`src/hdl/bmp_to_a1rgb5_converter_macros.svh`:
```
// Assertion helpers shared by the converter modules.
`ifndef BMP_TO_A1RGB5_CONVERTER_MACROS_SVH
`define BMP_TO_A1RGB5_CONVERTER_MACROS_SVH

`ifndef SYNTHESIS
`define BMPC_ASSERT(label, clk, rst, prop) \
   label: assert property (@(posedge clk) disable iff (rst) prop) \
      else $error("bmpc assertion failed");
`define BMPC_ASSERT_ALWAYS(label, clk, prop) \
   label: assert property (@(posedge clk) prop) \
      else $error("bmpc assertion failed");
`else
`define BMPC_ASSERT(label, clk, rst, prop)
`define BMPC_ASSERT_ALWAYS(label, clk, prop)
`endif

`endif

```
`src/hdl/bmpc_pkg.sv`:
```
`default_nettype none

package bmpc_pkg;

   localparam int MAX_DIM    = 1024;
   localparam int DIM_W      = $clog2(MAX_DIM);
   localparam int CFG_W      = $clog2(MAX_DIM + 1);

   localparam int BYTE_W     = 8;
   localparam int WORD_W     = 16;
   localparam int KEY_W      = 24;
   localparam int CSR_IDX_W  = 3;
   localparam int CSR_DATA_W = 24;

   localparam logic [CSR_IDX_W-1:0] CSR_IMAGE_WIDTH  = 3'd0;
   localparam logic [CSR_IDX_W-1:0] CSR_IMAGE_HEIGHT = 3'd1;
   localparam logic [CSR_IDX_W-1:0] CSR_DEPTH_MODE   = 3'd2;
   localparam logic [CSR_IDX_W-1:0] CSR_KEY_ENABLE   = 3'd3;
   localparam logic [CSR_IDX_W-1:0] CSR_KEY_COLOR    = 3'd4;

   localparam logic DEPTH_16 = 1'b0;
   localparam logic DEPTH_24 = 1'b1;

   // index of the closing byte of a pixel
   localparam logic [1:0] LAST_IDX_16 = 2'd1;
   localparam logic [1:0] LAST_IDX_24 = 2'd2;

   localparam logic [WORD_W-1:0] OPAQUE_BIT   = 16'h8000;
   localparam logic [WORD_W-1:0] KEYED_WORD   = 16'h0000;
   localparam logic [14:0]       KEY15_MASK   = 15'h7FFF;

   typedef struct packed {
      logic              depth_mode;
      logic              key_enable;
      logic [KEY_W-1:0]  key_color;
      logic [1:0]        pad_bytes;   // padding bytes after each row
   } bmpc_cfg_type;

endpackage

`default_nettype wire

```
`src/hdl/bmpc_channels.sv`:
```
`default_nettype none

interface bmpc_req_if;
   logic                      valid;
   logic                      ready;
   logic [bmpc_pkg::BYTE_W-1:0] data_byte;

   modport source (output valid, output data_byte, input ready);
   modport sink   (input valid, input data_byte, output ready);
endinterface

interface bmpc_rsp_if;
   logic                        valid;
   logic                        ready;
   logic [bmpc_pkg::WORD_W-1:0] pixel_word;
   logic [bmpc_pkg::DIM_W-1:0]  column;
   logic [bmpc_pkg::DIM_W-1:0]  row;
   logic                        last_pixel;

   modport source (output valid, output pixel_word, output column, output row,
                   output last_pixel, input ready);
   modport sink   (input valid, input pixel_word, input column, input row,
                   input last_pixel, output ready);
endinterface

`default_nettype wire

```
`src/hdl/bmpc_csr.sv`:
```
`default_nettype none

module bmpc_csr #(
   parameter int MAX_DIM = 1024,
   parameter int DIM_W   = 10,
   parameter int CFG_W   = 11
) (
   input  wire logic                              clock,
   input  wire logic                              reset,
   input  wire logic                              csr_write_enable,
   input  wire logic [bmpc_pkg::CSR_IDX_W-1:0]    csr_index,
   input  wire logic [bmpc_pkg::CSR_DATA_W-1:0]   csr_write_data,
   output bmpc_pkg::bmpc_cfg_type                 cfg,
   output logic [DIM_W-1:0]                       width_m1,
   output logic [DIM_W-1:0]                       height_m1
);

   logic [DIM_W-1:0]              width_m1_ff, width_m1_in;
   logic [DIM_W-1:0]              height_m1_ff, height_m1_in;
   logic                          depth_ff, depth_in;
   logic                          key_en_ff, key_en_in;
   logic [bmpc_pkg::KEY_W-1:0]    key_ff, key_in;
   logic [CFG_W-1:0]              raw_dim;
   logic [DIM_W-1:0]              clamped_m1;
   logic [1:0]                    width_lsb;

   // zero acts as one, anything above MAX_DIM acts as MAX_DIM
   assign raw_dim = csr_write_data[CFG_W-1:0];

   always_comb begin
      if (raw_dim == '0) begin
         clamped_m1 = '0;
      end else if (raw_dim > CFG_W'(MAX_DIM)) begin
         clamped_m1 = DIM_W'(MAX_DIM - 1);
      end else begin
         clamped_m1 = DIM_W'(raw_dim - CFG_W'(1));
      end
   end

   always_comb begin
      width_m1_in  = width_m1_ff;
      height_m1_in = height_m1_ff;
      depth_in     = depth_ff;
      key_en_in    = key_en_ff;
      key_in       = key_ff;
      if (csr_write_enable) begin
         case (csr_index)
            bmpc_pkg::CSR_IMAGE_WIDTH:  width_m1_in  = clamped_m1;
            bmpc_pkg::CSR_IMAGE_HEIGHT: height_m1_in = clamped_m1;
            bmpc_pkg::CSR_DEPTH_MODE:   depth_in     = csr_write_data[0];
            bmpc_pkg::CSR_KEY_ENABLE:   key_en_in    = csr_write_data[0];
            bmpc_pkg::CSR_KEY_COLOR:    key_in       = csr_write_data[bmpc_pkg::KEY_W-1:0];
            default: ;
         endcase
      end
   end

   always_ff @(posedge clock) begin
      if (reset) begin
         width_m1_ff  <= '0;
         height_m1_ff <= '0;
         depth_ff     <= bmpc_pkg::DEPTH_16;
         key_en_ff    <= 1'b0;
         key_ff       <= '0;
      end else begin
         width_m1_ff  <= width_m1_in;
         height_m1_ff <= height_m1_in;
         depth_ff     <= depth_in;
         key_en_ff    <= key_en_in;
         key_ff       <= key_in;
      end
   end

   // width mod 4; 24-bit rows pad by w mod 4, 16-bit rows by 2 when w is odd
   assign width_lsb = width_m1_ff[1:0] + 2'd1;

   always_comb begin
      cfg.depth_mode = depth_ff;
      cfg.key_enable = key_en_ff;
      cfg.key_color  = key_ff;
      if (depth_ff == bmpc_pkg::DEPTH_24) begin
         cfg.pad_bytes = width_lsb;
      end else begin
         cfg.pad_bytes = width_lsb[0] ? 2'd2 : 2'd0;
      end
   end

   assign width_m1  = width_m1_ff;
   assign height_m1 = height_m1_ff;

endmodule

`default_nettype wire

```
`src/hdl/bmpc_pixel.sv`:
```
`default_nettype none

`include "bmp_to_a1rgb5_converter_macros.svh"

module bmpc_pixel #(
   parameter int DIM_W = 10
) (
   input  wire logic                            clock,
   input  wire logic                            reset,
   input  wire logic                            fire,
   input  wire logic [bmpc_pkg::BYTE_W-1:0]     data_byte,
   input  wire bmpc_pkg::bmpc_cfg_type          cfg,
   input  wire logic [DIM_W-1:0]                width_m1,
   input  wire logic [DIM_W-1:0]                height_m1,
   output logic                                 produce,
   output logic [bmpc_pkg::WORD_W-1:0]          pixel_word,
   output logic [DIM_W-1:0]                     column,
   output logic [DIM_W-1:0]                     row,
   output logic                                 last_pixel
);

   logic [15:0]       asm_ff, asm_in;
   logic [1:0]        bip_ff, bip_in;
   logic [DIM_W-1:0]  col_ff, col_in;
   logic [DIM_W-1:0]  frow_ff, frow_in;
   logic [1:0]        pad_ff, pad_in;

   logic [1:0]        last_idx;
   logic              padding;
   logic              assembling;
   logic              last_col;
   logic              last_row;
   logic [14:0]       swapped;
   logic [23:0]       bgr;

   assign last_idx   = (cfg.depth_mode == bmpc_pkg::DEPTH_24) ?
                       bmpc_pkg::LAST_IDX_24 : bmpc_pkg::LAST_IDX_16;
   assign padding    = (pad_ff != 2'd0);
   assign assembling = (bip_ff < last_idx);
   assign produce    = !padding && !assembling;

   assign last_col = (col_ff >= width_m1);
   assign last_row = (frow_ff >= height_m1);

   // 16-bit source: swap red and blue so red sits in the low bits
   assign swapped = {asm_ff[4:0], data_byte[1:0], asm_ff[7:5], data_byte[6:2]};
   assign bgr     = {data_byte, asm_ff[15:8], asm_ff[7:0]};

   always_comb begin
      if (cfg.depth_mode == bmpc_pkg::DEPTH_16) begin
         if (cfg.key_enable && swapped == (cfg.key_color[14:0] & bmpc_pkg::KEY15_MASK)) begin
            pixel_word = bmpc_pkg::KEYED_WORD;
         end else begin
            pixel_word = {1'b0, swapped} | bmpc_pkg::OPAQUE_BIT;
         end
      end else begin
         if (cfg.key_enable && bgr == cfg.key_color) begin
            pixel_word = bmpc_pkg::KEYED_WORD;
         end else begin
            pixel_word = {1'b0, asm_ff[7:3], asm_ff[15:11], data_byte[7:3]} |
                         bmpc_pkg::OPAQUE_BIT;
         end
      end
   end

   assign column     = col_ff;
   assign row        = last_row ? '0 : (height_m1 - frow_ff);
   assign last_pixel = last_col && last_row;

   always_comb begin
      asm_in  = asm_ff;
      bip_in  = bip_ff;
      col_in  = col_ff;
      frow_in = frow_ff;
      pad_in  = pad_ff;
      if (fire) begin
         if (padding) begin
            pad_in = pad_ff - 2'd1;
         end else if (assembling) begin
            if (bip_ff == 2'd0) begin
               asm_in[7:0] = data_byte;
            end else begin
               asm_in[15:8] = data_byte;
            end
            bip_in = bip_ff + 2'd1;
         end else begin
            bip_in = 2'd0;
            if (last_col) begin
               pad_in  = cfg.pad_bytes;
               col_in  = '0;
               frow_in = last_row ? '0 : (frow_ff + DIM_W'(1));
            end else begin
               col_in = col_ff + DIM_W'(1);
            end
         end
      end
   end

   always_ff @(posedge clock) begin
      if (reset) begin
         asm_ff  <= '0;
         bip_ff  <= '0;
         col_ff  <= '0;
         frow_ff <= '0;
         pad_ff  <= '0;
      end else begin
         asm_ff  <= asm_in;
         bip_ff  <= bip_in;
         col_ff  <= col_in;
         frow_ff <= frow_in;
         pad_ff  <= pad_in;
      end
   end

   `BMPC_ASSERT_ALWAYS(a_bip_range, clock, reset || bip_ff <= bmpc_pkg::LAST_IDX_24)
   `BMPC_ASSERT(a_pad_holds_pixel, clock, reset, fire && padding |=> bip_ff == $past(bip_ff))
   `BMPC_ASSERT(a_image_wraps, clock, reset, fire && produce && last_pixel |=> col_ff == '0 && frow_ff == '0)

endmodule

`default_nettype wire

```
`src/hdl/bmp_to_a1rgb5_converter.sv`:
```
// BMP pixel-data to A1RGB5 converter.
// req_ch carries one byte of uncompressed BMP pixel data per transfer, in
// file order (bottom row first, rows padded to 4 bytes). rsp_ch carries one
// transfer per completed pixel: the A1RGB5 word (red in bits 4:0, bit 15
// set unless keyed, 0 when keyed), its column, its top-down row and a flag
// on the final pixel of the image. Padding and partial-pixel bytes produce
// no transfer.
// The csr_ port writes image_width, image_height, depth_mode, key_enable and
// key_color (indexes 0..4); write only while no byte is in flight.
// Throughput: one byte per cycle unless rsp_ch stalls. A byte is first
// taken into the input register; the pixel logic then updates the counters
// and loads the output register, which then drives rsp_ch.valid.
// When rsp_ch stalls, the output register holds its pixel; one more byte can
// still be taken into the input register, after which req_ch.ready drops.
// Reset (synchronous) empties both registers, clears the byte, column, row
// and padding counters and returns the registers to width 1, height 1,
// 16-bit, no key.
`default_nettype none

`include "bmp_to_a1rgb5_converter_macros.svh"

module bmp_to_a1rgb5_converter (
   input  wire logic                              clock,
   input  wire logic                              reset,
   bmpc_req_if.sink                               req_ch,
   bmpc_rsp_if.source                             rsp_ch,
   input  wire logic                              csr_write_enable,
   input  wire logic [bmpc_pkg::CSR_IDX_W-1:0]    csr_index,
   input  wire logic [bmpc_pkg::CSR_DATA_W-1:0]   csr_write_data
);

   localparam int DIM_W = bmpc_pkg::DIM_W;
   localparam int CFG_W = bmpc_pkg::CFG_W;

   bmpc_pkg::bmpc_cfg_type         cfg;
   logic [DIM_W-1:0]               width_m1;
   logic [DIM_W-1:0]               height_m1;

   logic                           in_valid_ff, in_valid_in;
   logic [bmpc_pkg::BYTE_W-1:0]    in_byte_ff, in_byte_in;
   logic                           out_valid_ff, out_valid_in;
   logic [bmpc_pkg::WORD_W-1:0]    word_ff, word_in;
   logic [DIM_W-1:0]               col_ff, col_in;
   logic [DIM_W-1:0]               row_ff, row_in;
   logic                           last_ff, last_in;

   logic                           advance;
   logic                           fire;
   logic                           produce;
   logic [bmpc_pkg::WORD_W-1:0]    px_word;
   logic [DIM_W-1:0]               px_col;
   logic [DIM_W-1:0]               px_row;
   logic                           px_last;

   bmpc_csr #(
      .MAX_DIM (bmpc_pkg::MAX_DIM),
      .DIM_W   (DIM_W),
      .CFG_W   (CFG_W)
   ) u_csr (
      .clock            (clock),
      .reset            (reset),
      .csr_write_enable (csr_write_enable),
      .csr_index        (csr_index),
      .csr_write_data   (csr_write_data),
      .cfg              (cfg),
      .width_m1         (width_m1),
      .height_m1        (height_m1)
   );

   // output register free or being drained this cycle
   assign advance = !out_valid_ff || rsp_ch.ready;
   assign fire    = in_valid_ff && advance;
   assign req_ch.ready = !in_valid_ff || advance;

   bmpc_pixel #(
      .DIM_W (DIM_W)
   ) u_pixel (
      .clock      (clock),
      .reset      (reset),
      .fire       (fire),
      .data_byte  (in_byte_ff),
      .cfg        (cfg),
      .width_m1   (width_m1),
      .height_m1  (height_m1),
      .produce    (produce),
      .pixel_word (px_word),
      .column     (px_col),
      .row        (px_row),
      .last_pixel (px_last)
   );

   always_comb begin
      in_valid_in = in_valid_ff;
      in_byte_in  = in_byte_ff;
      if (req_ch.valid && req_ch.ready) begin
         in_valid_in = 1'b1;
         in_byte_in  = req_ch.data_byte;
      end else if (fire) begin
         in_valid_in = 1'b0;
      end
   end

   always_comb begin
      out_valid_in = out_valid_ff;
      word_in      = word_ff;
      col_in       = col_ff;
      row_in       = row_ff;
      last_in      = last_ff;
      if (advance) begin
         out_valid_in = fire && produce;
         word_in      = px_word;
         col_in       = px_col;
         row_in       = px_row;
         last_in      = px_last;
      end
   end

   always_ff @(posedge clock) begin
      if (reset) begin
         in_valid_ff  <= 1'b0;
         out_valid_ff <= 1'b0;
      end else begin
         in_valid_ff  <= in_valid_in;
         out_valid_ff <= out_valid_in;
      end
      in_byte_ff <= in_byte_in;
      word_ff    <= word_in;
      col_ff     <= col_in;
      row_ff     <= row_in;
      last_ff    <= last_in;
   end

   assign rsp_ch.valid      = out_valid_ff;
   assign rsp_ch.pixel_word = word_ff;
   assign rsp_ch.column     = col_ff;
   assign rsp_ch.row        = row_ff;
   assign rsp_ch.last_pixel = last_ff;

   `BMPC_ASSERT(a_result_loaded, clock, reset, fire && produce |=> out_valid_ff)
   `BMPC_ASSERT(a_stall_holds_input, clock, reset, in_valid_ff && out_valid_ff && !rsp_ch.ready |=> in_valid_ff && $stable(in_byte_ff))

endmodule

`default_nettype wire
```
`src/flat_wrapper.sv`:
```
// flat-port wrapper written by rule: the top's interface ports become plain ports
module bmp_to_a1rgb5_converter_flat 
  (clock, reset, csr_write_enable, csr_index, csr_write_data, req_ch_valid, req_ch_data_byte, req_ch_ready, rsp_ch_valid, rsp_ch_pixel_word, rsp_ch_column, rsp_ch_row, rsp_ch_last_pixel, rsp_ch_ready);
  bmpc_req_if req_ch_i ();
  bmpc_rsp_if rsp_ch_i ();
  input  wire logic clock;
  input  wire logic reset;
  input  wire logic csr_write_enable;
  input  wire logic [bmpc_pkg::CSR_IDX_W-1:0] csr_index;
  input  wire logic [bmpc_pkg::CSR_DATA_W-1:0] csr_write_data;
  input wire logic [$bits(req_ch_i.valid)-1:0] req_ch_valid;
  input wire logic [$bits(req_ch_i.data_byte)-1:0] req_ch_data_byte;
  output wire logic [$bits(req_ch_i.ready)-1:0] req_ch_ready;
  output wire logic [$bits(rsp_ch_i.valid)-1:0] rsp_ch_valid;
  output wire logic [$bits(rsp_ch_i.pixel_word)-1:0] rsp_ch_pixel_word;
  output wire logic [$bits(rsp_ch_i.column)-1:0] rsp_ch_column;
  output wire logic [$bits(rsp_ch_i.row)-1:0] rsp_ch_row;
  output wire logic [$bits(rsp_ch_i.last_pixel)-1:0] rsp_ch_last_pixel;
  input wire logic [$bits(rsp_ch_i.ready)-1:0] rsp_ch_ready;
  assign req_ch_i.valid = req_ch_valid;
  assign req_ch_i.data_byte = req_ch_data_byte;
  assign req_ch_ready = req_ch_i.ready;
  assign rsp_ch_valid = rsp_ch_i.valid;
  assign rsp_ch_pixel_word = rsp_ch_i.pixel_word;
  assign rsp_ch_column = rsp_ch_i.column;
  assign rsp_ch_row = rsp_ch_i.row;
  assign rsp_ch_last_pixel = rsp_ch_i.last_pixel;
  assign rsp_ch_i.ready = rsp_ch_ready;
  bmp_to_a1rgb5_converter u_core (.clock(clock), .reset(reset), .req_ch(req_ch_i), .rsp_ch(rsp_ch_i), .csr_write_enable(csr_write_enable), .csr_index(csr_index), .csr_write_data(csr_write_data));
endmodule
```
`config.mk`:
```
export PLATFORM = sky130hd
export DESIGN_NAME = bmp_to_a1rgb5_converter_flat
export DESIGN_NICKNAME = d
export VERILOG_FILES = /design/src/hdl/bmpc_pkg.sv /design/src/hdl/bmpc_channels.sv /design/src/hdl/bmpc_csr.sv /design/src/hdl/bmpc_pixel.sv /design/src/hdl/bmp_to_a1rgb5_converter.sv /design/src/flat_wrapper.sv
export VERILOG_INCLUDE_DIRS = /design/src /design/src/hdl
export SDC_FILE = /design/constraint.sdc
export NUM_CORES = 1
export LEC_CHECK = 0
export BUFFER_PORTS_ARGS = -buffer_cell sky130_fd_sc_hd__buf_2
export CORE_ASPECT_RATIO = 1.5
export CORE_MARGIN = 5
export CORE_UTILIZATION = 44
export DETAILED_ROUTE_END_ITERATION = 7
export PLACE_DENSITY = 0.66
export SLEW_MARGIN = 20
export SYNTH_ARGS = -nofsm -noshare
export SYNTH_HDL_FRONTEND = slang
export SYNTH_SLANG_ARGS = --single-unit
```
`constraint.sdc`:
```
create_clock -name clock -period 2.11 [get_ports clock]
set_input_delay 0.422 -clock clock [delete_from_list [all_inputs] [get_ports clock]]
set_output_delay 0.422 -clock clock [all_outputs]
set_load 0.01 [all_outputs]
```
# ---- Word-level counts from Yosys, hierarchy flattened
# Cells that the tools add are included.
dict set report word_totals {
  input_bits 40
  ff_bits 133
}
dict set report classes {
  bitwise_logic 3
  order_cmp 4
  muxes 16
  n_eq_ne 7
  addsub 7
  n_reduce_logical 30
}
# operator count
set op_table {}
lappend op_table {{two-way mux 16 bit} 3}
lappend op_table {{two-way mux 10 bit} 4}
lappend op_table {{equality test 24 bit} 1}
lappend op_table {{adder 10 x 1 -> 10 bit, second input constant} 2}
lappend op_table {{>= comparator 10 bit} 2}
lappend op_table {{equality test 15 bit} 1}
lappend op_table {{two-way mux 2 bit} 7}
lappend op_table {{AND reduction 2 bit} 6}
lappend op_table {{AND reduction 4 bit} 3}
lappend op_table {{> comparator 11 bit, second input constant} 1}
lappend op_table {{logical NOT 11 bit} 1}
lappend op_table {{subtractor 10 x 1 -> 10 bit, second input constant} 1}
lappend op_table {{subtractor 10 bit} 1}
lappend op_table {{logical AND 1 bit} 7}
lappend op_table {{equality test 3 x 2 -> 1 bit, second input constant} 2}
lappend op_table {{AND reduction 3 bit} 2}
lappend op_table {{nonzero test 2 bit} 3}
lappend op_table {{adder 2 x 1 -> 2 bit, second input constant} 2}
lappend op_table {{logical NOT 1 bit} 4}
lappend op_table {{equality test 3 x 1 -> 1 bit, second input constant} 1}
lappend op_table {{equality test 3 bit, second input constant} 1}
lappend op_table {{logical NOT 3 bit} 1}
lappend op_table {{inverter 1 bit} 3}
lappend op_table {{logical NOT 2 bit} 1}
lappend op_table {{5 further kinds} 7}

# ---- Logic depth before layout (Yosys ltp)
dict set report depth {
  depth_word 6
  depth_mapped 11
  ltp_nobuf 10
}

# ---- Modules after synthesis
# Synthesis repeated with hierarchy kept, for this count alone.
dict set report hier_totals {
  hier_cells 695
  hier_area_um2 6617.6
}
# module area_per_inst_um2 seq_area_each_um2 n_inst cells_per_inst
set by_module_without_submodules {}
lappend by_module_without_submodules {bmpc_pixel 3150.5 800.8 1 397}
lappend by_module_without_submodules {bmpc_csr 2031.9 920.9 1 243}
lappend by_module_without_submodules {bmp_to_a1rgb5_converter 1435.1 1391.3 1 55}

# ---- Worst setup path before layout
# OpenSTA, ideal clock, no wires.
dict set report synth_path {
  path_type {reg-to-reg}
  from {register u_core.u_pixel.frow_ff[0]}
  to {register u_core.row_ff[1] (netlist: u_core.rsp_ch.row[1]) (data pin)}
  period_less_slack_ns 2.324
  path_stages_with_launch 10
  arrival_ns 2.070
  setup_slack_ns -0.214
  required_time_ns 1.855
  path_cell_list {dfxtp_1 -> ha_1 -> inv_1 -> fa_1 -> nand3_1 -> nand2_1 -> a2111oi_0 -> nor2_1 -> buf_2 -> and2_1}
}
dict set report synth_via {
  elab_chain_len 1
}
# element line_no
set synth_lines {}
lappend synth_lines {{start, declared} bmpc_pixel.sv:25} ;# logic [DIM_W-1:0] frow_ff, frow_in;
lappend synth_lines {{start signal, assigned} bmpc_pixel.sv:110} ;# frow_ff <= frow_in;
lappend synth_lines {{subtractor 10 bit or >= comparator 10 bit (tied branches)} {bmpc_pixel.sv:67, bmpc_pixel.sv:43}}
lappend synth_lines {{end signal, assigned} bmp_to_a1rgb5_converter.sv:129} ;# row_ff <= row_in;
lappend synth_lines {{end, declared} bmp_to_a1rgb5_converter.sv:44} ;# logic [DIM_W-1:0] row_ff, row_in;
# Several ways; a longest one is shown, not always the timed one.
# A chain may end at the register's enable or synchronous reset.

# ---- Worst setup path after layout
dict set report layout_path {
  from {register u_core.u_pixel.frow_ff[7]}
  to {register u_core.u_pixel.frow_ff[5]}
}
dict set report layout_via {
  elab_chain_len 2
}
# element line_no
set layout_lines {}
lappend layout_lines {{>= comparator 10 bit} bmpc_pixel.sv:43} ;# assign last_row = (frow_ff >= height_m1);
lappend layout_lines {{two-way mux 10 bit} bmpc_pixel.sv:91} ;# frow_in = last_row ? '0 : (frow_ff + DIM_W'(1));
# Every way passes these cells.

==> out/summary.md <==
The initial utilization of the core area, before any placement, comes to 44.8%. The number of synthesized flops with an enable pin was 45. The part of the total power dissipated in the clock network is 43.7%. The reg-to-reg critical path startpoint is u_core.u_pixel.frow_ff[7].

The worst setup path is captured at a register. The register area was 3130 sq um; the post-synthesis sequential area ratio was 47.9%. The summed negative setup slack over all endpoints is -0.255 ns. At the pin with the least slew margin, the transition time is 0.803 ns. The capturing element of the worst setup path was u_core.u_pixel.frow_ff[5]. During placement, the flow inserted port buffers numbering 78. The largest individual stage delay along the critical path comes from the cell or3_1. For the final count of hold timing violations, the log shows 0. The power dissipated by switching net loads came out at 1.71 mW. For this run, asynchronously set or reset flops after synthesis account for 0%. Dividing the detail-routed wire length by the instance count gives 16.9 um. The post-layout minimum cycle time works out to 2.19 ns. The most critical setup path has its startpoint at u_core.u_pixel.frow_ff[7].

Type of the worst setup path: register to register. Hold is met by 0.178 ns. The part of the power in combinational logic was 14.0%. The min-delay analysis places its worst path in the category input port to register.

Adder and majority gate portion of the synthesized area: 5.12%. Via count of the first global-routing pass: 5919. The end of the worst register-to-register path was u_core.u_pixel.frow_ff[5].

The clock tree skew after final layout was 0.00954 ns; the wire length after detailed routing was 18000 um. The growth of design area from synthesis to finish is 34.4%, and the final weighted congestion in routability-driven placement is 0.911. The tools report the data required time of the worst path as 2.44 ns.

The die outline area was 17400 sq um. The area share of the leading cell type in the synthesized netlist is 27.1%, and the maximum number of pins on one net before global-route repair is 41. Total setup violations reported at the end of the flow: 7. For this run, the top clock speed supported by timing is 0.457 GHz. The logs give 0 for the number of nets with antenna violations after detailed routing and 13100 um for the estimated wirelength of the detail-placed design. The number of iterations in the first detailed-routing pass came out at 4.

The number of instances in the synthesized netlist was 692; the average via count per standard cell was 5.37. Summing internal, switching and leakage power gives 6.67 mW. Largest area contributor in the synthesized netlist: dfxtp_1. TritonCTS built the clock tree.

The run finished, with violations left. The vertical die dimension is 159 um. The switching share of total power is 25.7%.

The run gives -0.0785 ns as the minimum setup slack in the final design. The number of DRC markers in iteration 0 is 235. Counting the buffers created by CTS gives 17. The tool flagged a number of max-cap violations equal to 0. The floorplan core area was 14500 sq um. For the initial antenna violation count, the log shows 0. The share of post-route cells with drive strength above 1 works out to 32.7%. Setup repair after global routing could not meet its margin everywhere. The maximum buffer depth of the clock tree was 2; the mux contribution to synthesized area was 1.54%.

The clock tree synthesis step divided the H-tree into 4 levels. The instance count on the critical path is 9. The average instance in the mapped netlist occupies 9.40 sq um. Global routing used 21.2% of the available tracks. Maximum vdd ir drop: 0.000607 V. The main combinational cell family by area after synthesis is simple AND/OR/NAND/NOR gates. After synthesis, the cell types taking the most area are dfxtp_1, edfxtp_1, xnor2_1.

Measured against its own limit, the worst slew margin works out to 46.4%. The Yosys step of the flow raised 0 warnings. For this run, the post-layout net count is 921. The flip-flop and latch count after synthesis works out to 133. The clock drives 133 sinks.

Walking the worst path, the cells encountered are inv_2 > ha_4 > nand4_1 > nor2_2 > a2111oi_4 > or2_4 > buf_6 > or3_1 > a31oi_1. The layout has 1236 filler cells. Cell internal power was estimated by the tool at 4.95 mW. The number of cells traversed by the worst register-to-register path is 9, and the total nets after synthesis is 758. The part of the cycle the worst path needs was 104%. By count the netlist is led by dfxtp_1, nand2_1, nor2_1, a21oi_1, edfxtp_1. Across all register-to-register paths, the minimum setup slack is -0.08 ns. The most used flip-flop cell after synthesis is dfxtp_1. The tools report the signal arrival time at the worst endpoint as 2.52 ns.

The final number of max-transition violations is 0. The die is 109 um wide. Among cell families on the critical path, the largest total delay comes from simple AND/OR/NAND/NOR gates.

Of the total synthesized cell area, the portion taken by AND, OR, NAND and NOR gates is 19.4%. The synthesized netlist devotes 14.1% of its cell area to compound gates. Sequential share of power: 42.4%. The worst setup path is launched from a register.

After floorplanning, the core was divided into 54 placement rows. The global-route wire length before repair is 28800 um, and the synthesized-area fraction occupied by xor and xnor cells is 7.54%. The root buffer selected by CTS was clkbuf_16.

The combined area of all synthesized cells was 6500 sq um; the largest stage delay on the critical path was 0.35 ns. The checks that failed: setup timing. The logs give 0 for the final routed DRC violation total and 3.46 nW for the cell leakage power. The multi-input combinational cells in the finished layout cover a total of 3420 sq um. The number of antenna diodes in the final layout is 0. The number of buffers and inverters on the critical path was 2. The most frequently used cell type in the post-synthesis netlist is dfxtp_1. The final route contains 5710 vias. The clock latency on the worst-skew pair was 0.42 ns; the power density over the cells was 763 nW/um^2. The count of cell types in the netlist is 63. 79 I/O pins were placed.

The largest driver fanout on the critical path works out to 5. Global routing finished with a remaining overflow of 0. The clock-pin slew of the registers on the worst-case setup and hold paths came out at 0.06 ns.
## registers in the layout (all words and copies together), names as in the netlist
| register | count |
|---|---|
| u_core.u_csr.depth_ff | 1 |
| u_core.u_csr.key_ff | 24 |
| u_core.u_pixel.bip_ff | 2 |
| u_core.u_csr.width_m1 | 10 |
| u_core.u_csr.key_en_ff | 1 |
| u_core.rsp_ch.pixel_word | 16 |
| u_core.rsp_ch.row | 10 |
| u_core.rsp_ch.last_pixel | 1 |
| u_core.rsp_ch.column | 10 |
| u_core.rsp_ch.valid | 1 |
| u_core.in_byte_ff | 8 |
| u_core.u_pixel.asm_ff | 16 |
| u_core.u_csr.height_m1 | 10 |
| u_core.u_pixel.frow_ff | 10 |
| u_core.in_valid_ff | 1 |
| u_core.u_pixel.column | 10 |
| u_core.u_pixel.pad_ff | 2 |
## timing repair
item                                   4_1_cts  5_1_grt
setup endpoints to repair                   23       36
hold buffers                                 0        0
endpoints found under the hold margin        0        0
pin swaps                                    9       19
gates cloned                                 0        1
setup buffers                                9        7
gates resized for setup                     35       37
## worst min-delay path by stage
stage                     slack, ns                       to                     from  depth (start not counted)
final                          0.18     u_core.in_byte_ff[7]      req_ch_data_byte[7]                          1
after global routing           0.16     u_core.in_byte_ff[6]      req_ch_data_byte[6]                          1
after CTS                      0.16     u_core.in_byte_ff[7]      req_ch_data_byte[7]                          1
after detailed placement       0.46  u_core.u_csr.key_ff[22]  u_core.u_csr.key_ff[22]                          2
after global placement         0.46  u_core.u_csr.key_ff[18]  u_core.u_csr.key_ff[18]                          2
after floorplan                0.45  u_core.u_csr.key_ff[16]  u_core.u_csr.key_ff[16]                          2
## power by group through the flow
stage               logic [mW]  clock network, mW  registers (mW)
detailed placement       0.798                  0            2.88
finish                   0.931               2.91            2.82
global placement         0.780                  0            2.87
global route              1.02               3.07            2.83
CTS                      0.845               2.95            2.82
floorplan                0.435                  0            2.89
## routing by layer
layer	wire, um	up-vias	track usage [%]	share of wire [%]
met3	658	71	3.86	3.7
li1	-	2771	-	-
met1	6330	2682	20.9	35
met4	1240	0	14.5	6.9
met2	9800	186	38.7	54
met5	0	-	0	0
## cell families after synthesis
logic type / count (synthesis)
and+or+nand+nor: 257
AOI/OAI and AO/OA: 144
DFF: 133
buffers and inverters: 66
xor gates and xnor gates: 56
adders and majority gates: 26
muxes: 10
## through the flow
step / util (%) / area [sq um] / setup WS [ns] / cells
final: 60.2 / 8740 / -0.0785 / 1064
after global routing: 60.2 / 8740 / -0.138 / 1064
after CTS: 58.8 / 8530 / -0.0223 / 1058
after detailed placement: 53.2 / 7730 / -0.171 / 1017
after global placement: 53.2 / 7730 / -0.108 / 1017
after floorplan: - / 6570 / -0.0210 / 692
## layout by cell type (no fill, tap or decap), types with 4 or more instances in the layout
master / netlist / final
clkbuf_16: 0 / 18
o21ai_0: 20 / 17
nor2_2: 1 / 5
inv_6: 0 / 4
ha_4: 0 / 8
dfxtp_1: 88 / 76
a21oi_1: 62 / 54
nand3_1: 30 / 28
ha_1: 25 / 16
or3_1: 6 / 4
a211oi_1: 16 / 16
buf_2: 6 / 78
nand2b_1: 8 / 8
nand2_1: 81 / 80
inv_2: 0 / 6
a22o_1: 15 / 15
nand4_1: 14 / 14
a21oi_2: 5 / 11
xor2_1: 15 / 15
and3_1: 5 / 5
buf_12: 0 / 6
buf_6: 1 / 5
inv_1: 34 / 26
buf_4: 1 / 86
clkinv_4: 0 / 4
xnor2_1: 41 / 41
nor2_1: 69 / 64
mux2i_1: 10 / 10
edfxtp_1: 45 / 45
a31oi_1: 8 / 7
dfxtp_2: 0 / 12
nor3_1: 7 / 6
## layout make-up
type                    instances  area share (%)
multi-input cells             493            39.1
flip-flops and latches        133            35.8
repair buffers                176            14.2
clock buffers                  17            4.87
well taps                     196            2.81
clock inverters                15            1.76
inverters                      34            1.53
Note: power is estimated with default switching activity, not from simulation.
